### config.mk
export PLATFORM = sky130hd
export DESIGN_NAME = nps_ram
export DESIGN_NICKNAME = d
export VERILOG_FILES = /design/src/sv/nps_ram.sv
export SDC_FILE = /design/constraint.sdc
export NUM_CORES = 1
export LEC_CHECK = 0
export ABC_AREA = 1
export BUFFER_PORTS_ARGS = -buffer_cell sky130_fd_sc_hd__buf_2
export CAP_MARGIN = 40
export CORE_ASPECT_RATIO = 1.25
export CORE_UTILIZATION = 27
export CTS_BUF_LIST = sky130_fd_sc_hd__clkbuf_16
export DETAILED_ROUTE_END_ITERATION = 6
export PLACE_DENSITY = 0.52
export SYNTH_ARGS = -nofsm -noshare
export SYNTH_HDL_FRONTEND = slang
export SYNTH_SLANG_ARGS = --single-unit
### constraint.sdc
create_clock -name clk_i -period 1.4 [get_ports clk_i]
set_clock_uncertainty 0.2 [all_clocks]
set_input_delay 0.14 -clock clk_i [delete_from_list [all_inputs] [get_ports clk_i]]
set_output_delay 0.14 -clock clk_i [all_outputs]
set_load 0.02 [all_outputs]
### src/sv/nps_ram.sv
module nps_ram #(
  parameter int unsigned WIDTH = 8,
  parameter int unsigned DEPTH = 2
) (
  input  logic                     clk_i,
  input  logic                     we_i,
  input  logic [$clog2(DEPTH)-1:0] addr_i,
  input  logic [WIDTH-1:0]         wdata_i,
  output logic [WIDTH-1:0]         rdata_o
);

  logic [WIDTH-1:0] mem_q [DEPTH];
  logic [WIDTH-1:0] rdata_q;

  always_ff @(posedge clk_i) begin
    if (we_i) begin
      mem_q[addr_i] <= wdata_i;
    end
    rdata_q <= mem_q[addr_i];
  end

  assign rdata_o = rdata_q;

endmodule

==> run metrics <==
total gr overflow 0; placed cell area 897 um2; Ys Warns 0; routed vias 455; commonest cells in the netlist nand2_1, edfxtp_1, dfxtp_1; pin count of the biggest net entering global routing 14; 1st-iter DRT viols 13; fraction of registers with async set or reset after synthesis 0%; register area share after synthesis 84.6%; Mapped Area 757 um2; routed vias/inst 3.79; post-CTS setup buffers 0; Clock Path Buffers 2; TNS Setup 0 ns; slew of the pin with the lowest slew margin 0.333 ns; Nets 98; minimum clock period 1.06 ns; fmax 946 MHz; Mapped Cells 54; die footprint 3020 um2; dpl hpwl 726 um; unrepaired setup endpoints after global routing no; status complete, no violations; CTS tree built; number of global-route vias before repair 431; gr usage total 8.28%; CP Class reg -> out; Startpoint Class register; PwrDens 1460 nW/um2; share of layout cells above drive strength 1 26.7%; Max Transition Viols Final 0; Port Buffers 18; hold slack 0.0551 ns; # resized after CTS 0; CP delay by family, top flip-flops; top cells by area, synth edfxtp_1, dfxtp_1, nand2_1, inv_1, buf_4; Setup-failing EPs final 0; CTS hold repair buffers 9; GP Congestion 0.763; number of synthesized flops with an enable pin 16; Yosys top cell area share 63.5%; antenna fix cells 0; I/O pin total 19; most common cell in the netlist nand2_1; Design Area, Final 1070 um2; Die Ht 61.2 um; syn_area_per_cell 14.0 um2; Die W 49.4 um; crit-path max cell delay 0.31 ns; Sequential Area 641 um2; area delta synth->final 40.8%; First-pass DRT Iterations 4; Final Hold Fails 0; global-route wire length before repair 1.74 mm; Peak VDD IR 724 uV; Max Cap Viol 0; H-tree depth 1; worst min path class in -> reg; clk slew on worst S/H paths 0.06 ns; ys flop type edfxtp_1; Remaining DRCs 0; required time of the worst setup path 1.06 ns; initial antenna violation count 0; clock sink total 24; Yosys top cell by area edfxtp_1; Netlist cell types 6; final wirelength 1.14 mm; cts bufs inserted 3; initial core utilization 28.2%; Worst setup EP type primary output; total power 1.55 mW; leakage power 0.469 nW; Rows 21; worst skew pair latency 0.25 ns; WL/cell 9.48 um; Core Region 2680 um2; CTS root buf clkbuf_16; DRT antenna net count 0; Filler cells 270; CP arrival 0.72 ns; Synthesized Nets 65; slowest CP cell dfxtp_1; post-synthesis register bit count 24; Critical path buffers and inverters 1; crit path cell chain buf_2; fin crit share 75.5%; maximum fanout along the worst path 1; Max-slew headroom 77.8%; multi-input logic area 97.6 um2
[worst register-to-register path, delay by kind of cell (launching register included)]
family	cells	cell delay, ns
AND/OR/NAND/NOR	2	0.13
flip-flops	1	0.38
[path summary, 6_finish.rpt]
kind / from / end / slack [ns] / depth (start not counted)
max reg2reg: mem_q[0][5]$_DFFE_PP_ / rdata_o[5]$_DFF_P_ / 0.60 / 2
max: rdata_o[5]$_DFF_P_ / rdata_o[5] / 0.34 / 1
min reg2reg: mem_q[0][1]$_DFFE_PP_ / rdata_o[1]$_DFF_P_ / 0.23 / 2
min: addr_i / mem_q[0][0]$_DFFE_PP_ / 0.06 / 2
[layout make-up]
class / instances / share of cell area (%)
clock buffer: 3 / 7.04
clock inverter: 1 / 0.352
inverter: 3 / 1.06
multi-input combinational: 26 / 9.15
sequential: 24 / 60.1
tap: 34 / 3.99
timing repair buffer: 29 / 18.3
[power breakdown]
part	internal (mW)	leakage [nW]	switching (mW)
combinational	0.0536	0.213	0.0705
clock	0.381	0.0385	0.225
sequential	0.812	0.218	0.0115
[cell families (layout without fill, tap and decap cells)]
group	after synthesis	count (layout)	synth area share [%]
AND/OR/NAND/NOR	26	26	12.9
flip-flops	24	24	84.6
buffers and inverters	4	36	2.48
[cells in the final DEF, fill, tap and decap left out, drive strengths merged]
cell type    instances
dfxtp                8
nor2                 1
buf                 20
clkbuf               3
edfxtp              16
dlygate4sd3          9
clkinv               1
nand2               25
inv                  3
[sequential cells by signal, summed over array words and instances (netlist names)]
register,flops
rdata_o,8
mem_q,16
[metal layers]
metal  global-route usage (%)  vias up  wire [um]
met2                     14.5       17        553
met4                     6.30        0         29
met1                     8.68      194        497
met5                        0        -          0
met3                     2.22        5         58
li1                         -      239          -
[through the flow]
| stage | std cells | worst slack, ns | util [%] |
|---|---|---|---|
| 3_3_place_gp | 107 | 0.242 | 33.5 |
| 6_report | 120 | 0.343 | 39.8 |
| 2_1_floorplan | 54 | 0.156 | - |
| 5_1_grt | 120 | 0.318 | 39.8 |
| 4_1_cts | 120 | 0.336 | 39.8 |
| 3_5_place_dp | 107 | 0.209 | 33.5 |
(Power assumes the default switching activity.)
