--- src/sv/nps_pkg.sv ---
package nps_pkg;

  localparam int unsigned PALETTE_ENTRIES_DEF = 256;
  localparam int unsigned IDX_W   = 8;
  localparam int unsigned COLOR_W = 8;
  localparam int unsigned DIST_W  = 18;
  // Each RAM word holds the allowed mark above red, green and blue.
  localparam int unsigned WORD_W  = 3 * COLOR_W + 1;

  localparam logic OP_WRITE = 1'b0;
  localparam logic OP_QUERY = 1'b1;

  typedef enum logic [1:0] {
    S_IDLE,
    S_WALK,
    S_DRAIN,
    S_FINAL
  } state_e;

  typedef struct packed {
    logic             last;
    logic             allowed;
    logic [IDX_W-1:0] idx;
  } entry_meta_t;

  typedef struct packed {
    logic              vld;
    entry_meta_t       meta;
    logic [DIST_W-1:0] dist_sq;
  } dist_res_t;

endpackage

--- src/sv/nps_dist.sv ---
module nps_dist
  import nps_pkg::*;
(
  input  logic               clk_i,
  input  logic               rst_ni,
  input  logic               vld_i,
  input  entry_meta_t        meta_i,
  input  logic [COLOR_W-1:0] ent_r_i,
  input  logic [COLOR_W-1:0] ent_g_i,
  input  logic [COLOR_W-1:0] ent_b_i,
  input  logic [COLOR_W-1:0] qry_r_i,
  input  logic [COLOR_W-1:0] qry_g_i,
  input  logic [COLOR_W-1:0] qry_b_i,
  output dist_res_t          res_o
);

  localparam int unsigned SQ_W = 2 * COLOR_W;

  logic [COLOR_W-1:0] dr, dg, db;
  logic [SQ_W-1:0]    sr, sg, sb;
  logic [DIST_W-1:0]  dist_d, dist_q;
  logic               vld_q;
  entry_meta_t        meta_q;

  // Absolute differences keep the squares unsigned and narrow.
  assign dr = (qry_r_i >= ent_r_i) ? qry_r_i - ent_r_i : ent_r_i - qry_r_i;
  assign dg = (qry_g_i >= ent_g_i) ? qry_g_i - ent_g_i : ent_g_i - qry_g_i;
  assign db = (qry_b_i >= ent_b_i) ? qry_b_i - ent_b_i : ent_b_i - qry_b_i;

  assign sr = SQ_W'(dr) * SQ_W'(dr);
  assign sg = SQ_W'(dg) * SQ_W'(dg);
  assign sb = SQ_W'(db) * SQ_W'(db);

  assign dist_d = DIST_W'(sr) + DIST_W'(sg) + DIST_W'(sb);

  always_ff @(posedge clk_i or negedge rst_ni) begin
    if (!rst_ni) begin
      vld_q <= 1'b0;
    end else begin
      vld_q <= vld_i;
    end
  end

  always_ff @(posedge clk_i) begin
    dist_q <= dist_d;
    meta_q <= meta_i;
  end

  assign res_o.vld     = vld_q;
  assign res_o.meta    = meta_q;
  assign res_o.dist_sq = dist_q;

endmodule

--- config.mk ---
export PLATFORM = sky130hd
export DESIGN_NAME = nps_dist
export DESIGN_NICKNAME = d
export VERILOG_FILES = /design/src/sv/nps_pkg.sv /design/src/sv/nps_dist.sv
export SDC_FILE = /design/constraint.sdc
export NUM_CORES = 1
export LEC_CHECK = 0
export BUFFER_PORTS_ARGS = -buffer_cell sky130_fd_sc_hd__buf_2
export CORE_AREA = 2 2 132 134
export DETAILED_ROUTE_END_ITERATION = 6
export DIE_AREA = 0 0 134 136
export GPL_ROUTABILITY_DRIVEN = 0
export GPL_TIMING_DRIVEN = 0
export HOLD_SLACK_MARGIN = 0.06
export PLACE_DENSITY = 0.68
export REMOVE_ABC_BUFFERS = 1
export SLEW_MARGIN = 30
export SYNTH_ARGS = -nofsm -noshare
export SYNTH_HDL_FRONTEND = slang
export SYNTH_SLANG_ARGS = --single-unit
--- constraint.sdc ---
create_clock -name clk_i -period 0.9 [get_ports clk_i]
set_clock_uncertainty 0.1 [all_clocks]
set_input_delay 0.27 -clock clk_i [delete_from_list [all_inputs] [get_ports clk_i]]
set_output_delay 0.27 -clock clk_i [all_outputs]
set_load 0.01 [all_outputs]
==> run metrics, run 1 <==
syn_area_per_cell=about 9 um2; CP most frequent cell=fa_1; Synth area leader=fa_1; crit path kind=input pin to flop; Post-DP Area=8860 um2; number of diodes=0; clock root buffer=clkbuf_16; worst path bufs/invs=9; First-pass DRT Iterations=4; asr flop ratio synth=approximately 3.4%; initial antenna violation count=0; Worst-Margin Slew=approximately 0.63 ns; Placed Cells=around 1200; final worst setup slack=-6.74 ns; row count=48; number of global-route vias before repair=6904; CTS buffer count=5; Clock Tree Buf Depth=2; fin nets=about 1400; die area=18200 um2; area of the multi-input gates=between 7000 and 8000 um2; first-pass GRT wire length=31300 um; port bufs=slightly below 90; post-route ant nets=0; fillers=approximately 1300; gr usage total=around a fifth; pin count of the biggest net entering global routing=14; max_cap viols=0; clock tree sinks=29; Die Width=roughly 130 um; Final setup violation count=48; WP data arrival=7.73 ns; Finished Cell Area=11100 um2; outcome=finished, violations left; vias per cell=around 5; max-slew violation count=0; die height=roughly 140 um; Seq/Total Area, Yosys=7.14%; vias=6665; Total Wirelength=19100 um; Max stage delay cell, worst path=fa_1; top cells by area, synth=fa_1, ha_1, inv_1; Core Footprint=16900 um2; TritonCTS clock tree=yes; Syn-to-layout area delta=35.7%; top cell type's share of synthesized area=approximately 34%; Hold WC Path Type=input pin to async pin; Cells after Synth=914; share of the clock period used by the worst path=849%; Synth cell types=between 60 and 70; IO Count=90; met2 Usage GRT=40.6%; critical path's top delay family=adder cells; fmax=131 MHz; mapped cell area=slightly above 8000 um2; gr busiest metal=met2; Primary FF master, synth=dfxtp_1; max-slew headroom at the worst pin=about three fifths; fin crit period=roughly 7.6 ns; WP data required=1.00 ns; Ys Warns=0; M1 GR Usage=between 20% and 30%; crit-path max cell delay=0.56 ns; Hold Fails Final Rpt=0; Worst-path clk slew=0.05 ns; H-tree Lvls=2; violated checks=setup timing; most frequent cells after synthesis=inv_1, fa_1, ha_1, nor2_1, a21oi_1; worst slack at placement=-8.05 ns; DP HPWL=about 14000 um; sequential cell area=593 um2; # DRC=0; Critical Path End Type=flop; total grt overflow=0; initial core utilization=48.6%; Synth Register Bits=29; number of synthesized flops with an enable pin=0; First DRT Iteration DRCs=between 200 and 300; unrepaired setup endpoints after global routing=yes; share of cells above drive strength 1=roughly 33%; fin cells=~1300; drt wl/cell=approximately 14 um; GRT met3 Usage=under 10%; crit path launch type=input pin; maximum net fanout on the critical path=6; count leader, synth=inv_1
-- metal layers --
layer | vias up | wire (um)
li1 | 3216 | -
met4 | 0 | 344
met5 | - | 0
met1 | 3295 | 7800
met3 | 32 | 589
met2 | 122 | 10400
-- cells in the final DEF, fill, tap and decap left out, types with 8 or more instances in the layout --
cell type,instances
buf_6,44
nand2_1,17
buf_2,80
o21ai_0,13
fa_1,125
nor2_1,58
nand2b_1,16
a21oi_1,26
a21o_1,16
ha_1,95
dlygate4sd3_1,11
and3_1,8
inv_2,34
buf_4,63
inv_1,225
xnor2_1,11
mux2i_4,9
nor2b_1,13
dfxtp_1,22
o21bai_1,11
ha_4,23
fa_2,14
nor2_2,8
-- layout make-up --
class                           count  share of cell area [%]
Clock buffer                        7                    1.28
Inverter                          263                    8.97
Multi-Input combinational cell    608                    67.2
Sequential cell                    29                    5.33
Tap cell                          225                    2.53
Timing Repair Buffer              207                    14.7
-- through the flow --
step                      setup TNS (ns)  utilization (%)  hold WS (ns)
after global routing             -110.16             65.9         0.220
after floorplan                  -100.30                -        -0.126
final                            -106.34             65.9         0.214
after detailed placement         -115.77             52.5       -0.0536
after global placement           -114.80             52.4       -0.0558
after CTS                        -101.78             63.2         0.197
-- flip-flops by register name, summed over array words and instances (netlist names) --
signal / cells
dist_q: 18
res_o: 10
vld_q: 1
-- what timing repair did --
action / in CTS / in global routing
hold buffers: 12 / 0
gates resized for setup: 195 / 79
setup buffers: 80 / 38
hold endpoints to repair: 12 / 0
setup endpoints to repair: 47 / 48
pin swaps: 95 / 65
cloned: 0 / 0
-- worst paths after layout --
check	from	endpoint	slack (ns)	cells after the start
setup / recovery	qry_b_i[0]	dist_q[14]	-6.74	31
max in group asynchronous	rst_ni	vld_q	0.40	2
hold / removal	rst_ni	vld_q	0.21	2
min in group clk_i	vld_i	vld_q	0.23	2
-- cells by family after synthesis --
| group | Yosys count | share of synthesized area [%] |
|---|---|---|
| buffers and inverters | 277 | 12.9 |
| adder cells (fa/ha/maj) | 263 | 52.9 |
| AND/OR/NAND/NOR | 173 | 10.6 |
| AO/OA/AOI/OAI | 125 | 10.7 |
| XOR/XNOR | 32 | 3.88 |
| flip-flops | 29 | 7.14 |
| multiplexers | 15 | 1.85 |
Power of run 1 is not shown: default switching activity piles up to over one toggle a cycle in this logic, so the estimate is an artifact.
==> run 2, diff against run 1 <==
--- a/config.mk
+++ b/config.mk
@@ -6,13 +6,15 @@
 export NUM_CORES = 1
 export LEC_CHECK = 0
 export BUFFER_PORTS_ARGS = -buffer_cell sky130_fd_sc_hd__buf_2
-export CORE_AREA = 2 2 132 134
+export CELL_PAD_IN_SITES_DETAIL_PLACEMENT = 2
+export CELL_PAD_IN_SITES_GLOBAL_PLACEMENT = 2
+export CORE_AREA = 2 2 150 152
 export DETAILED_ROUTE_END_ITERATION = 6
-export DIE_AREA = 0 0 134 136
+export DIE_AREA = 0 0 152 154
 export GPL_ROUTABILITY_DRIVEN = 0
 export GPL_TIMING_DRIVEN = 0
 export HOLD_SLACK_MARGIN = 0.06
-export PLACE_DENSITY = 0.68
+export PLACE_DENSITY_LB_ADDON = 0.1
 export REMOVE_ABC_BUFFERS = 1
 export SLEW_MARGIN = 30
 export SYNTH_ARGS = -nofsm -noshare
==> run metrics, run 2 (same netlist as run 1, synthesis figures left out) <==
max-slew violation count=0 (unchanged); Die Width=152 um (+13%); fillers=2209 (+74%); Clock Tree Buf Depth=2 (unchanged); Core Footprint=21700 um2 (+29%); commonest cells after routing, fill and taps aside=inv_1, fa_1, ha_1; Worst-path clk slew=0.06 ns (about the same); CP startpoint=qry_r_i[0]; crit-path max cell delay=0.57 ns (about the same); DP HPWL=18000 um (+32%); fin nets=1442 (+0.28%); GRT met3 Usage=2.76% (+0.90 points); violated checks=setup timing; die area=23400 um2 (+28%); Total Wirelength=39700 um (+110%); Final setup violation count=47 (-2.1%); CTS buffer count=5 (unchanged); Worst-Margin Slew=0.856 ns (+0.230 ns); die height=154 um (+13%); Placed Cells=1269 (+4.5%); share of cells above drive strength 1=38.5% (+5.3 points); initial core utilization=37.8% (-11 points); most flop-heavy register=dist_q; TritonCTS clock tree=yes; First-pass DRT Iterations=4 (unchanged); gr busiest metal=met2; number of diodes=0 (unchanged); M1 GR Usage=31.1% (+4.8 points); outcome=finished, violations left; IO Count=90 (unchanged); fin crit period=8.31 ns (+0.673 ns); drt wl/cell=28.4 um (+99%); clock tree sinks=29 (unchanged); WP data arrival=8.40 ns (+0.67 ns); First DRT Iteration DRCs=379 (+32%); Syn-to-layout area delta=42.8%; post-route ant nets=0 (unchanged); commonest non-fill, non-tap cell in the layout=inv_1; pin count of the biggest net entering global routing=14 (unchanged); crit path kind=input pin to flop; Hold Fails Final Rpt=0 (unchanged); Hold WC Path Type=input pin to async pin; worst setup path end=dist_q[16]; fmax=120 MHz (-8.1%); gr usage total=28.0% (+6.9 points); CP most frequent cell=fa_1; share of the clock period used by the worst path=924% (+75 points); clock root buffer=clkbuf_16; final worst setup slack=-7.41 ns (-0.673 ns); maximum net fanout on the critical path=6 (unchanged); vias per cell=5.40 (+8.5%); initial antenna violation count=0 (unchanged); first-pass GRT wire length=50500 um (+61%); row count=54 (+13%); Max stage delay cell, worst path=fa_1; # DRC=0 (unchanged); number of global-route vias before repair=8730 (+26%); final core area utilization=54.0% (-12 points); max_cap viols=0 (unchanged); worst slack at placement=-8.47 ns (-0.423 ns); total grt overflow=0 (unchanged); max-slew headroom at the worst pin=42.3% (-16 points); unrepaired setup endpoints after global routing=yes; Critical Path End Type=flop; WP data required=0.99 ns (about the same); crit path launch type=input pin; met2 Usage GRT=55.6% (+15 points); H-tree Lvls=2 (unchanged); vias=7554 (+13%); port bufs=89 (unchanged); max FFs per register=18 (unchanged); fin cells=1399 (+4.5%)
[run 2: cell count changes in the layout (fill, tap and decap cells not counted), moves of 6 or more]
cell	change
dfxtp_2	+7
dfxtp_1	-7
buf_2	-9
buf_4	+6
fa_2	+10
nor2_2	+6
ha_1	-6
inv_2	+7
ha_4	+9
fa_1	-10
inv_1	-9
[run 2: metrics by stage]
stage	TNS [ns]	hold slack (ns)	area, um2
floorplan	-100.30	-0.126	8120
global placement	-120.01	-0.0561	8920
detailed placement	-121.53	-0.0531	8940
CTS	-102.38	0.186	11200
global route	-116.40	0.190	11700
finish	-113.85	0.166	11700
[run 2: worst max-delay path, delay by kind of cell]
kind / cells / cell delay [ns]
and+or+nand+nor: 1 / 0.26
muxes: 1 / 0.34
buffers and inverters: 10 / 1.06
xor gates and xnor gates: 2 / 0.35
AOI/OAI and AO/OA: 7 / 1.70
adders and majority gates: 10 / 4.40
[run 2: per-layer routing]
layer | vias up | part of all wire, %
li1 | 3220 | -
met1 | 3948 | 36
met2 | 247 | 55
met3 | 139 | 3.4
met4 | 0 | 5.9
met5 | - | 0
[run 2: final cells by class]
type	instances	area, um2	area share (%)
Inverter	263	1000	8.56
Multi-Input combinational cell	609	7870	67.3
Clock inverter	3	46.3	0.396
Clock buffer	5	125	1.07
Tap cell	280	350	2.99
Timing Repair Buffer	210	1710	14.6
Sequential cell	29	602	5.14
[run 2: how the worst min path moves through the flow]
stage / startpoint / endpoint / slack, ns / cells after the start
detailed placement: rst_ni / vld_q / -0.05 / 1
floorplan: rst_ni / vld_q / -0.13 / 0
global route: rst_ni / vld_q / 0.19 / 2
global placement: rst_ni / vld_q / -0.06 / 1
finish: rst_ni / vld_q / 0.17 / 2
CTS: rst_ni / vld_q / 0.19 / 2
[run 2: repair_timing]
item                                   in CTS  in global routing
setup endpoints to repair                  47                 47
gates cloned                                1                  0
pin swaps                                 123                 68
setup buffers                              86                 27
endpoints found under the hold margin      12                  0
resized for setup                         268                 80
hold buffers                               12                  0
Power of run 2 is left out for the same reason.
